**src/one_wire_bus_master_defines.svh**
```systemverilog
// Assertion macros shared by the one-wire bus master RTL.
// No dependencies; included by the modules that carry assertions.
`ifndef ONE_WIRE_BUS_MASTER_DEFINES_SVH
`define ONE_WIRE_BUS_MASTER_DEFINES_SVH

// same-cycle implication, checked outside reset
`define OWBM_ASSERT_SAME(label, clk, rst, ante, cons, msg) \
  label: assert property (@(posedge clk) disable iff (rst) (ante) |-> (cons)) \
    else $error(msg);

// next-cycle implication, checked outside reset
`define OWBM_ASSERT_NEXT(label, clk, rst, ante, cons, msg) \
  label: assert property (@(posedge clk) disable iff (rst) (ante) |=> (cons)) \
    else $error(msg);

`endif

```
**src/owbm_pkg.sv**
```systemverilog
// Shared types and constants of the one-wire bus master.
// No dependencies; used by the interfaces and all modules.
package owbm_pkg;

  localparam int PADDR_W = 3;
  localparam int PDATA_W = 32;
  localparam logic REG_UNIT_TICKS = 1'b0;
  localparam logic [15:0] UNIT_TICKS_RST = 16'd12;

  localparam logic [6:0] RST_REL_UNITS  = 7'd12;
  localparam logic [6:0] RST_LOW_UNITS  = 7'd80;
  localparam logic [6:0] RST_WAIT_UNITS = 7'd10;
  localparam logic [6:0] TAIL_UNITS     = 7'd5;
  localparam logic [6:0] BIT_UNITS      = 7'd5;
  localparam logic [2:0] LAST_BIT       = 3'd7;

  typedef enum logic [1:0] {
    OP_TICK  = 2'd0,
    OP_RESET = 2'd1,
    OP_WRITE = 2'd2,
    OP_READ  = 2'd3
  } opcode_t;

  typedef struct packed {
    logic [1:0] opcode;
    logic [7:0] data_byte;
    logic       line_level;
  } cmd_item_t;

  typedef struct packed {
    logic       drive_low;
    logic       busy_res;
    logic       done_res;
    logic [7:0] read_byte;
    logic       no_device;
    logic       rejected;
  } res_item_t;

endpackage

```
**src/owbm_cmd_if.sv**
```systemverilog
// Command channel of the one-wire bus master: valid/ready plus one tick item.
// Depends on owbm_pkg.
interface owbm_cmd_if import owbm_pkg::*; ();
  logic      valid;
  logic      ready;
  cmd_item_t item;

  modport source (output valid, output item, input ready);
  modport sink   (input valid, input item, output ready);
endinterface

```
**src/owbm_res_if.sv**
```systemverilog
// Result channel of the one-wire bus master: valid/ready plus one result item.
// Depends on owbm_pkg.
interface owbm_res_if import owbm_pkg::*; ();
  logic      valid;
  logic      ready;
  res_item_t item;

  modport source (output valid, output item, input ready);
  modport sink   (input valid, input item, output ready);
endinterface

```
**src/owbm_cfg.sv**
```systemverilog
// APB register block of the one-wire bus master: holds unit_ticks.
// Depends on owbm_pkg.
module owbm_cfg import owbm_pkg::*; (
  input  logic               clk,
  input  logic               rst,
  input  logic               psel,
  input  logic               penable,
  input  logic               pwrite,
  input  logic [PADDR_W-1:0] paddr,
  input  logic [PDATA_W-1:0] pwdata,
  output logic [PDATA_W-1:0] prdata,
  output logic               pready,
  output logic [15:0]        unit_ticks
);

  logic hit;

  assign pready = 1'b1;
  assign hit    = (paddr[PADDR_W-1] == REG_UNIT_TICKS);

  always_ff @(posedge clk) begin
    if (rst) begin
      unit_ticks <= UNIT_TICKS_RST;
    end else if (psel && penable && pwrite && pready && hit) begin
      unit_ticks <= pwdata[15:0];
    end
  end

  always_comb begin
    prdata = '0;
    if (hit) begin
      prdata = {{(PDATA_W-16){1'b0}}, unit_ticks};
    end
  end

endmodule

```
**src/owbm_core.sv**
```systemverilog
// Bus timing sequencer: advances one tick per accepted command transaction.
// Depends on owbm_pkg and one_wire_bus_master_defines.svh.
`include "one_wire_bus_master_defines.svh"

module owbm_core import owbm_pkg::*; (
  input  logic      clk,
  input  logic      rst,
  input  logic      fire,
  input  cmd_item_t cmd,
  input  logic [15:0] unit_ticks,
  output res_item_t res
);

  typedef enum logic [12:0] {
    PH_IDLE     = 13'b0000000000001,
    PH_RST_REL  = 13'b0000000000010,
    PH_RST_LOW  = 13'b0000000000100,
    PH_RST_WAIT = 13'b0000000001000,
    PH_RST_SAMP = 13'b0000000010000,
    PH_RST_TAIL = 13'b0000000100000,
    PH_WR_LOW   = 13'b0000001000000,
    PH_WR_DRIVE = 13'b0000010000000,
    PH_WR_GAP   = 13'b0000100000000,
    PH_WR_TAIL  = 13'b0001000000000,
    PH_RD_LOW   = 13'b0010000000000,
    PH_RD_SAMP  = 13'b0100000000000,
    PH_RD_WAIT  = 13'b1000000000000
  } phase_t;

  typedef struct packed {
    logic        fin;
    logic [6:0]  uc;
    logic [15:0] tc;
  } cnt_t;

  phase_t      phase, phase_next;
  logic [6:0]  unit_count, unit_count_next;
  logic [15:0] tick_count, tick_count_next;
  logic [2:0]  bit_index, bit_index_next;
  logic [7:0]  shift_byte, shift_byte_next;
  logic        presence_fail, presence_fail_next;
  logic [7:0]  last_read, last_read_next;
  logic [15:0] len;
  cnt_t        cnt;
  logic        drive, done, rej;

  function automatic cnt_t count_units(logic [15:0] tc, logic [6:0] uc,
                                       logic [15:0] ln, logic [6:0] n);
    cnt_t       r;
    logic [15:0] tc1;
    logic [6:0]  uc1;
    tc1   = tc + 16'd1;
    uc1   = uc + 7'd1;
    r.fin = 1'b0;
    r.uc  = uc;
    r.tc  = tc1;
    if (tc1 >= ln) begin
      r.tc = '0;
      r.uc = uc1;
      if (uc1 >= n) begin
        r.uc  = '0;
        r.fin = 1'b1;
      end
    end
    return r;
  endfunction

  assign len = (unit_ticks == 16'd0) ? 16'd1 : unit_ticks;

  always_comb begin
    phase_next         = phase;
    unit_count_next    = unit_count;
    tick_count_next    = tick_count;
    bit_index_next     = bit_index;
    shift_byte_next    = shift_byte;
    presence_fail_next = presence_fail;
    last_read_next     = last_read;
    drive = 1'b0;
    done  = 1'b0;
    rej   = 1'b0;
    cnt   = '0;

    if (phase != PH_IDLE) begin
      rej = (cmd.opcode != OP_TICK);
    end else if (cmd.opcode != OP_TICK) begin
      bit_index_next  = '0;
      unit_count_next = '0;
      tick_count_next = '0;
      case (cmd.opcode)
        OP_RESET: phase_next = PH_RST_REL;
        OP_WRITE: begin
          shift_byte_next = cmd.data_byte;
          phase_next      = PH_WR_LOW;
        end
        default: begin
          shift_byte_next = '0;
          phase_next      = PH_RD_LOW;
        end
      endcase
    end

    res.busy_res = (phase_next != PH_IDLE);

    case (phase_next)
      PH_IDLE: ;
      PH_RST_REL: begin
        cnt = count_units(tick_count_next, unit_count_next, len, RST_REL_UNITS);
        unit_count_next = cnt.uc;
        tick_count_next = cnt.tc;
        if (cnt.fin) phase_next = PH_RST_LOW;
      end
      PH_RST_LOW: begin
        drive = 1'b1;
        cnt = count_units(tick_count_next, unit_count_next, len, RST_LOW_UNITS);
        unit_count_next = cnt.uc;
        tick_count_next = cnt.tc;
        if (cnt.fin) phase_next = PH_RST_WAIT;
      end
      PH_RST_WAIT: begin
        cnt = count_units(tick_count_next, unit_count_next, len, RST_WAIT_UNITS);
        unit_count_next = cnt.uc;
        tick_count_next = cnt.tc;
        if (cnt.fin) phase_next = PH_RST_SAMP;
      end
      PH_RST_SAMP: begin
        presence_fail_next = cmd.line_level;
        phase_next      = PH_RST_TAIL;
        unit_count_next = '0;
        tick_count_next = '0;
      end
      PH_RST_TAIL: begin
        cnt = count_units(tick_count_next, unit_count_next, len, TAIL_UNITS);
        unit_count_next = cnt.uc;
        tick_count_next = cnt.tc;
        if (cnt.fin) begin
          phase_next = PH_IDLE;
          done       = 1'b1;
        end
      end
      PH_WR_LOW: begin
        drive = 1'b1;
        phase_next      = PH_WR_DRIVE;
        unit_count_next = '0;
        tick_count_next = '0;
      end
      PH_WR_DRIVE: begin
        drive = ~shift_byte_next[0];
        cnt = count_units(tick_count_next, unit_count_next, len, BIT_UNITS);
        unit_count_next = cnt.uc;
        tick_count_next = cnt.tc;
        if (cnt.fin) begin
          shift_byte_next = {1'b0, shift_byte_next[7:1]};
          if (bit_index_next == LAST_BIT) begin
            bit_index_next = '0;
            phase_next     = PH_WR_TAIL;
          end else begin
            bit_index_next = bit_index_next + 3'd1;
            phase_next     = PH_WR_GAP;
          end
        end
      end
      PH_WR_GAP: begin
        phase_next      = PH_WR_LOW;
        unit_count_next = '0;
        tick_count_next = '0;
      end
      PH_WR_TAIL: begin
        cnt = count_units(tick_count_next, unit_count_next, len, TAIL_UNITS);
        unit_count_next = cnt.uc;
        tick_count_next = cnt.tc;
        if (cnt.fin) begin
          phase_next = PH_IDLE;
          done       = 1'b1;
        end
      end
      PH_RD_LOW: begin
        drive = 1'b1;
        phase_next      = PH_RD_SAMP;
        unit_count_next = '0;
        tick_count_next = '0;
      end
      PH_RD_SAMP: begin
        shift_byte_next = {cmd.line_level, shift_byte_next[7:1]};
        phase_next      = PH_RD_WAIT;
        unit_count_next = '0;
        tick_count_next = '0;
      end
      PH_RD_WAIT: begin
        cnt = count_units(tick_count_next, unit_count_next, len, BIT_UNITS);
        unit_count_next = cnt.uc;
        tick_count_next = cnt.tc;
        if (cnt.fin) begin
          if (bit_index_next == LAST_BIT) begin
            bit_index_next = '0;
            last_read_next = shift_byte_next;
            phase_next     = PH_IDLE;
            done           = 1'b1;
          end else begin
            bit_index_next = bit_index_next + 3'd1;
            phase_next     = PH_RD_LOW;
          end
        end
      end
      default: begin
        phase_next      = PH_IDLE;
        unit_count_next = '0;
        tick_count_next = '0;
      end
    endcase

    res.drive_low = drive;
    res.done_res  = done;
    res.read_byte = last_read_next;
    res.no_device = presence_fail_next;
    res.rejected  = rej;
  end

  always_ff @(posedge clk) begin
    if (rst) begin
      phase         <= PH_IDLE;
      unit_count    <= '0;
      tick_count    <= '0;
      bit_index     <= '0;
      shift_byte    <= '0;
      presence_fail <= 1'b0;
      last_read     <= '0;
    end else if (fire) begin
      phase         <= phase_next;
      unit_count    <= unit_count_next;
      tick_count    <= tick_count_next;
      bit_index     <= bit_index_next;
      shift_byte    <= shift_byte_next;
      presence_fail <= presence_fail_next;
      last_read     <= last_read_next;
    end
  end

  `OWBM_ASSERT_NEXT(a_done_ends_idle, clk, rst, fire && res.done_res, phase == PH_IDLE,
    "operation completed but sequencer did not return to idle")
  `OWBM_ASSERT_SAME(a_reject_only_busy, clk, rst, fire && res.rejected, phase != PH_IDLE,
    "command rejected while sequencer was idle")
  `OWBM_ASSERT_SAME(a_drive_needs_busy, clk, rst, fire && res.drive_low, res.busy_res,
    "bus driven low outside an operation")
  `OWBM_ASSERT_NEXT(a_hold_without_fire, clk, rst, !fire, $stable(phase) && $stable(tick_count),
    "sequencer advanced without a command transaction")

endmodule

```
**src/one_wire_bus_master.sv**
```systemverilog
// One-wire bus master: each command transaction is one bus clock tick and
// carries an optional command (bus reset with presence check, write byte,
// read byte) plus the sampled line level. Each tick yields one result
// transaction on res: drive_low for the bus pad, busy/done flags, the last
// read byte, the presence result and a rejected flag for commands that
// arrive while an operation runs.
// The result of a tick is registered and appears on res in the cycle after
// the command transaction. Throughput: one tick per cycle while res is not
// stalled; the sequencer state and the result register are the only stages.
// Reset (rst, synchronous) returns the sequencer to idle, clears the read
// byte and presence flag and loads unit_ticks with 12.
// When res is stalled, the result register holds and cmd.ready drops until
// the pending result is taken; it stays high while the result is taken in
// the same cycle. unit_ticks is written through the APB port at byte
// address 0 and should be changed only while no operation is in progress.
// Depends on owbm_pkg, owbm_cmd_if, owbm_res_if, owbm_cfg and owbm_core.
module one_wire_bus_master import owbm_pkg::*; (
  input  logic               clk,
  input  logic               rst,
  owbm_cmd_if.sink           cmd,
  owbm_res_if.source         res,
  input  logic               psel,
  input  logic               penable,
  input  logic               pwrite,
  input  logic [PADDR_W-1:0] paddr,
  input  logic [PDATA_W-1:0] pwdata,
  output logic [PDATA_W-1:0] prdata,
  output logic               pready
);

  logic [15:0] unit_ticks;
  logic        fire;
  logic        res_valid;
  res_item_t   res_item;
  res_item_t   res_comb;

  owbm_cfg u_cfg (
    .clk        (clk),
    .rst        (rst),
    .psel       (psel),
    .penable    (penable),
    .pwrite     (pwrite),
    .paddr      (paddr),
    .pwdata     (pwdata),
    .prdata     (prdata),
    .pready     (pready),
    .unit_ticks (unit_ticks)
  );

  owbm_core u_core (
    .clk        (clk),
    .rst        (rst),
    .fire       (fire),
    .cmd        (cmd.item),
    .unit_ticks (unit_ticks),
    .res        (res_comb)
  );

  assign cmd.ready = !res_valid || res.ready;
  assign fire      = cmd.valid && cmd.ready;

  always_ff @(posedge clk) begin
    if (rst) begin
      res_valid <= 1'b0;
    end else if (cmd.ready) begin
      res_valid <= cmd.valid;
    end
  end

  always_ff @(posedge clk) begin
    if (fire) begin
      res_item <= res_comb;
    end
  end

  assign res.valid = res_valid;
  assign res.item  = res_item;

endmodule
```
**src/flat_wrapper.sv**
```systemverilog
// flat-port wrapper written by rule: the top's interface ports become plain ports
module one_wire_bus_master_flat import owbm_pkg::*;
  (clk, rst, psel, penable, pwrite, paddr, pwdata, prdata, pready, cmd_valid, cmd_item, cmd_ready, res_valid, res_item, res_ready);
  owbm_cmd_if cmd_i ();
  owbm_res_if res_i ();
  input  logic clk;
  input  logic rst;
  input  logic psel;
  input  logic penable;
  input  logic pwrite;
  input  logic [PADDR_W-1:0] paddr;
  input  logic [PDATA_W-1:0] pwdata;
  output logic [PDATA_W-1:0] prdata;
  output logic pready;
  input wire logic [$bits(cmd_i.valid)-1:0] cmd_valid;
  input wire logic [$bits(cmd_i.item)-1:0] cmd_item;
  output wire logic [$bits(cmd_i.ready)-1:0] cmd_ready;
  output wire logic [$bits(res_i.valid)-1:0] res_valid;
  output wire logic [$bits(res_i.item)-1:0] res_item;
  input wire logic [$bits(res_i.ready)-1:0] res_ready;
  assign cmd_i.valid = cmd_valid;
  assign cmd_i.item = cmd_item;
  assign cmd_ready = cmd_i.ready;
  assign res_valid = res_i.valid;
  assign res_item = res_i.item;
  assign res_i.ready = res_ready;
  one_wire_bus_master u_core (.clk(clk), .rst(rst), .cmd(cmd_i), .res(res_i), .psel(psel), .penable(penable), .pwrite(pwrite), .paddr(paddr), .pwdata(pwdata), .prdata(prdata), .pready(pready));
endmodule
```
**config.mk**
```make
export PLATFORM = sky130hd
export DESIGN_NAME = one_wire_bus_master_flat
export DESIGN_NICKNAME = d
export VERILOG_FILES = /design/src/owbm_pkg.sv /design/src/owbm_cmd_if.sv /design/src/owbm_res_if.sv /design/src/owbm_cfg.sv /design/src/owbm_core.sv /design/src/one_wire_bus_master.sv /design/src/flat_wrapper.sv
export VERILOG_INCLUDE_DIRS = /design/src /design/src/src
export SDC_FILE = /design/constraint.sdc
export NUM_CORES = 1
export LEC_CHECK = 0
export ABC_AREA = 1
export BUFFER_PORTS_ARGS = -buffer_cell sky130_fd_sc_hd__buf_2
export CORE_UTILIZATION = 50
export DETAILED_ROUTE_END_ITERATION = 16
export GPL_TIMING_DRIVEN = 0
export PLACE_DENSITY = 0.8
export SLEW_MARGIN = 20
export SYNTH_ARGS = -nofsm -noshare
export SYNTH_HDL_FRONTEND = slang
export SYNTH_SLANG_ARGS = --single-unit
```
**constraint.sdc**
```tcl
create_clock -name clk -period 11.77 [get_ports clk]
set_input_delay 2.354 -clock clk [delete_from_list [all_inputs] [get_ports clk]]
set_output_delay 2.354 -clock clk [all_outputs]
set_load 0.02 [all_outputs]
```
==> flow_summary_export.csv <==
group,metric,value,unit
die,die_area,12600,µm²
setup_path,cp.buffers_inverters,13,
global_routing,antenna_found_initial,0,
timing,worstMarginPinSlew,0.669,ns
global_routing,grt_pass1_wl,27600,µm
finish,layout_common_cells,"nand2_1 (236), inv_1 (113), nor2_1 (87), a21oi_1 (73), dfxtp_1 (73)",
global_routing,grt.total_usage,0.274,
route,drt_wl_total,16500,µm
setup_path,max_stage_delay,0.45,ns
finish,fin_nets,1091,
yosys,ys_seq_area_frac,0.305,
global_routing,first_global_vias,5748,
clock_network,clock-sinks,86,
timing,fin_setup_tns,0,ns
finish,syn_to_final_growth,14.3,%
clock_network,cts_tree,"built",
clock_network,ctsResizeCount,0,
route,vias_per_cell,5.36,
yosys,netlist_instances,925,
clock_network,h-tree-depth,3,
job,drv_cap,0,
setup_path,crit_arrival,7.38,ns
clock_network,clk_pin_slew,0.07,ns
route,first_iter_violations,396,
yosys,yosys_warnings,0,
yosys,avgSynthCellArea,6.55,µm²
clock_network,cts_buffers,9,
setup_path,crit_required,12.06,ns
timing,maxSlewHeadroom,0.554,
clock_network,postCtsSetupBuffers,0,
hold_path,hold_class,"register to register",
die,die_h,112,µm
yosys,synth_area,6060,µm²
finish,nFillCells,1106,
timing,finalCritPeriodShare,0.603,
global_routing,grt_util_met2,0.442,
route,wl_per_cell,14.2,µm
yosys,ys_types,48,
route,vias,6234,
global_routing,met3_usage,0.0356,
yosys,ys.flop_type,"dfxtp_1",
finish,diodes,0,
clock_network,clock_latency,0.36,ns
timing,period_needed,7.09,ns
pwr,peakVddDrop,0.0824,mV
route,first_pass_iters,5,
timing,rsz0062_at_grt,"false",
global_routing,gr-total-overflow,0,
finish,drive_above_1_share,0.140,
timing,clock.fmax,141,MHz
setup_path,critPathSlowestCell,"clkbuf_1",
die,rows,39,
clock_network,root_buffer,"clkbuf_16",
setup_path,critPathMaxFanout,10,
setup_path,critical_path_class,"input pin to register",
pwr,p_per_area,116,nW/µm²
finish,post-route-util,0.597,
clock_network,clockBufferDepth,2,
die,core-area,11600,µm²
placement,dpl_cell_area,6620,µm²
timing,setup_viol,0,
global_routing,grt_max_degree,23,
yosys,synthArstFlopShare,0,
setup_path,crit_path_end_kind,"register",
die,io_pins,101,
placement,place_congestion,0.976,
pwr,power.leakage,3.45,nW
timing,finalClockSkew,0.00880,ns
route,drcViolationCount,0,
clock_network,cts_hold_buf,0,
timing,finalHoldViolations,0,
timing,slew_viol_final,0,
setup_path,path_common_cell,"inv_1",
placement,dp_hpwl,12100,µm
global_routing,busiest_layer,"met2",
global_routing,grt_util_met1,0.368,
yosys,ys_seq_elements,86,
finish,final_cell_area,6930,µm²
die,start_util,0.522,
setup_path,start_kind,"input pin",
finish,final_common_cell,"nand2_1",
die,fp.dieW,112,µm
route,ant_nets,0,
yosys,synth_edf_count,13,
status,status,"completed",
placement,io_buffers,63,
setup_path,cpLargestDelayFamily,"buffers and inverters",
final cells by class:
| cell class | count | area, µm² | area share |
|---|---|---|---|
| Buffer | 47 | 264 | 0.0381 |
| Clock buffer | 10 | 239 | 0.0345 |
| Clock inverter | 6 | 75.1 | 0.0108 |
| Inverter | 124 | 470 | 0.0679 |
| Multi-Input combinational cell | 683 | 3530 | 0.510 |
| Sequential cell | 86 | 1850 | 0.267 |
| Tap cell | 143 | 179 | 0.0258 |
| Timing Repair Buffer | 63 | 315 | 0.0455 |
cells in the mapped netlist (2+ instances only):
cell type | instances | area [µm²]
ha_1 | 24 | 300
nor3_2 | 2 | 20.0
buf_6 | 3 | 33.8
a22oi_1 | 8 | 60.1
nor2_2 | 5 | 31.3
a31oi_1 | 5 | 31.3
inv_4 | 2 | 12.5
nand2_1 | 236 | 886
nor3_1 | 17 | 85.1
xnor2_1 | 2 | 17.5
nand4_1 | 18 | 113
inv_1 | 113 | 424
inv_2 | 8 | 30.0
edfxtp_1 | 13 | 390
o211ai_1 | 7 | 52.6
clkbuf_1 | 26 | 97.6
nand3_2 | 3 | 30.0
conb_1 | 2 | 7.51
o31ai_1 | 3 | 22.5
dfxtp_1 | 73 | 1460
a22o_1 | 7 | 61.3
buf_4 | 17 | 128
a21oi_1 | 73 | 365
o21ai_0 | 44 | 220
nor2_4 | 3 | 33.8
o22ai_1 | 8 | 50.1
nand2_2 | 7 | 43.8
nor2_1 | 87 | 327
nand2_4 | 3 | 33.8
nand3_1 | 63 | 315
nand3_4 | 2 | 35.0
o21ai_1 | 11 | 55.1
xor2_1 | 14 | 123
o21ai_4 | 2 | 32.5
cell families after synthesis:
group / after synthesis / share of synthesized area
DFF: 86 / 0.305
buffers and inverters: 171 / 0.121
adders and majority gates: 24 / 0.0495
xor gates and xnor gates: 16 / 0.0231
other: 2 / 0.00124
and+or+nand+nor: 452 / 0.335
AOI/OAI and AO/OA: 174 / 0.165
per-stage QoR:
step | total power, mW | setup WS (ns) | hold WS [ns] | std cells
after global routing | 0.833 | 4.27 | 0.486 | 1162
after floorplan | 0.449 | 5.61 | 0.445 | 940
final | 0.803 | 4.68 | 0.469 | 1162
after global placement | 0.496 | 4.44 | 0.453 | 1146
after detailed placement | 0.497 | 4.38 | 0.456 | 1146
after CTS | 0.801 | 4.74 | 0.466 | 1162
final timing paths:
check	startpoint	to	slack, ns	cells past startpoint
setup / recovery	cmd_item[9]	u_core.u_core.unit_count[4]	4.68	30
hold / removal	u_core.u_core.bit_index[2]	u_core.u_core.bit_index[2]	0.47	2
setup reg to reg	u_core.u_core.phase[2]	u_core.u_core.unit_count[4]	6.70	29
hold reg to reg	u_core.u_core.bit_index[2]	u_core.u_core.bit_index[2]	0.47	2
power breakdown:
group,leakage [nW],switching [mW],total (mW),internal (mW)
Combinational,2.57,0.125,0.178,0.0526
Clock,0.152,0.135,0.309,0.174
Sequential,0.723,0.00554,0.316,0.311
flip-flops by register name (all words and copies together), names as in the netlist:
signal / count
u_core.u_core.phase: 13
u_core.res.valid: 1
u_core.u_core.bit_index: 3
u_core.res.item: 13
u_core.u_core.unit_count: 7
u_core.u_core.presence_fail: 1
u_core.u_core.tick_count: 16
u_core.u_core.shift_byte: 8
u_core.u_cfg.unit_ticks: 16
u_core.u_core.last_read: 8
metal layers:
layer / wire length (µm) / up-vias
met5: 0 / -
met1: 7640 / 2797
li1: - / 3189
met3: 1000 / 28
met2: 7520 / 220
met4: 359 / 0
worst reg2reg max path: cells and delay by family, from the launching register on:
kind | cells | cell delay [ns]
buffers and inverters | 11 | 1.70
and+or+nand+nor | 11 | 1.53
AOI/OAI and AO/OA | 4 | 0.63
adders and majority gates | 2 | 0.48
DFF | 1 | 0.45
xor gates and xnor gates | 1 | 0.23
No activity file was read; power rests on OpenSTA's default activity.
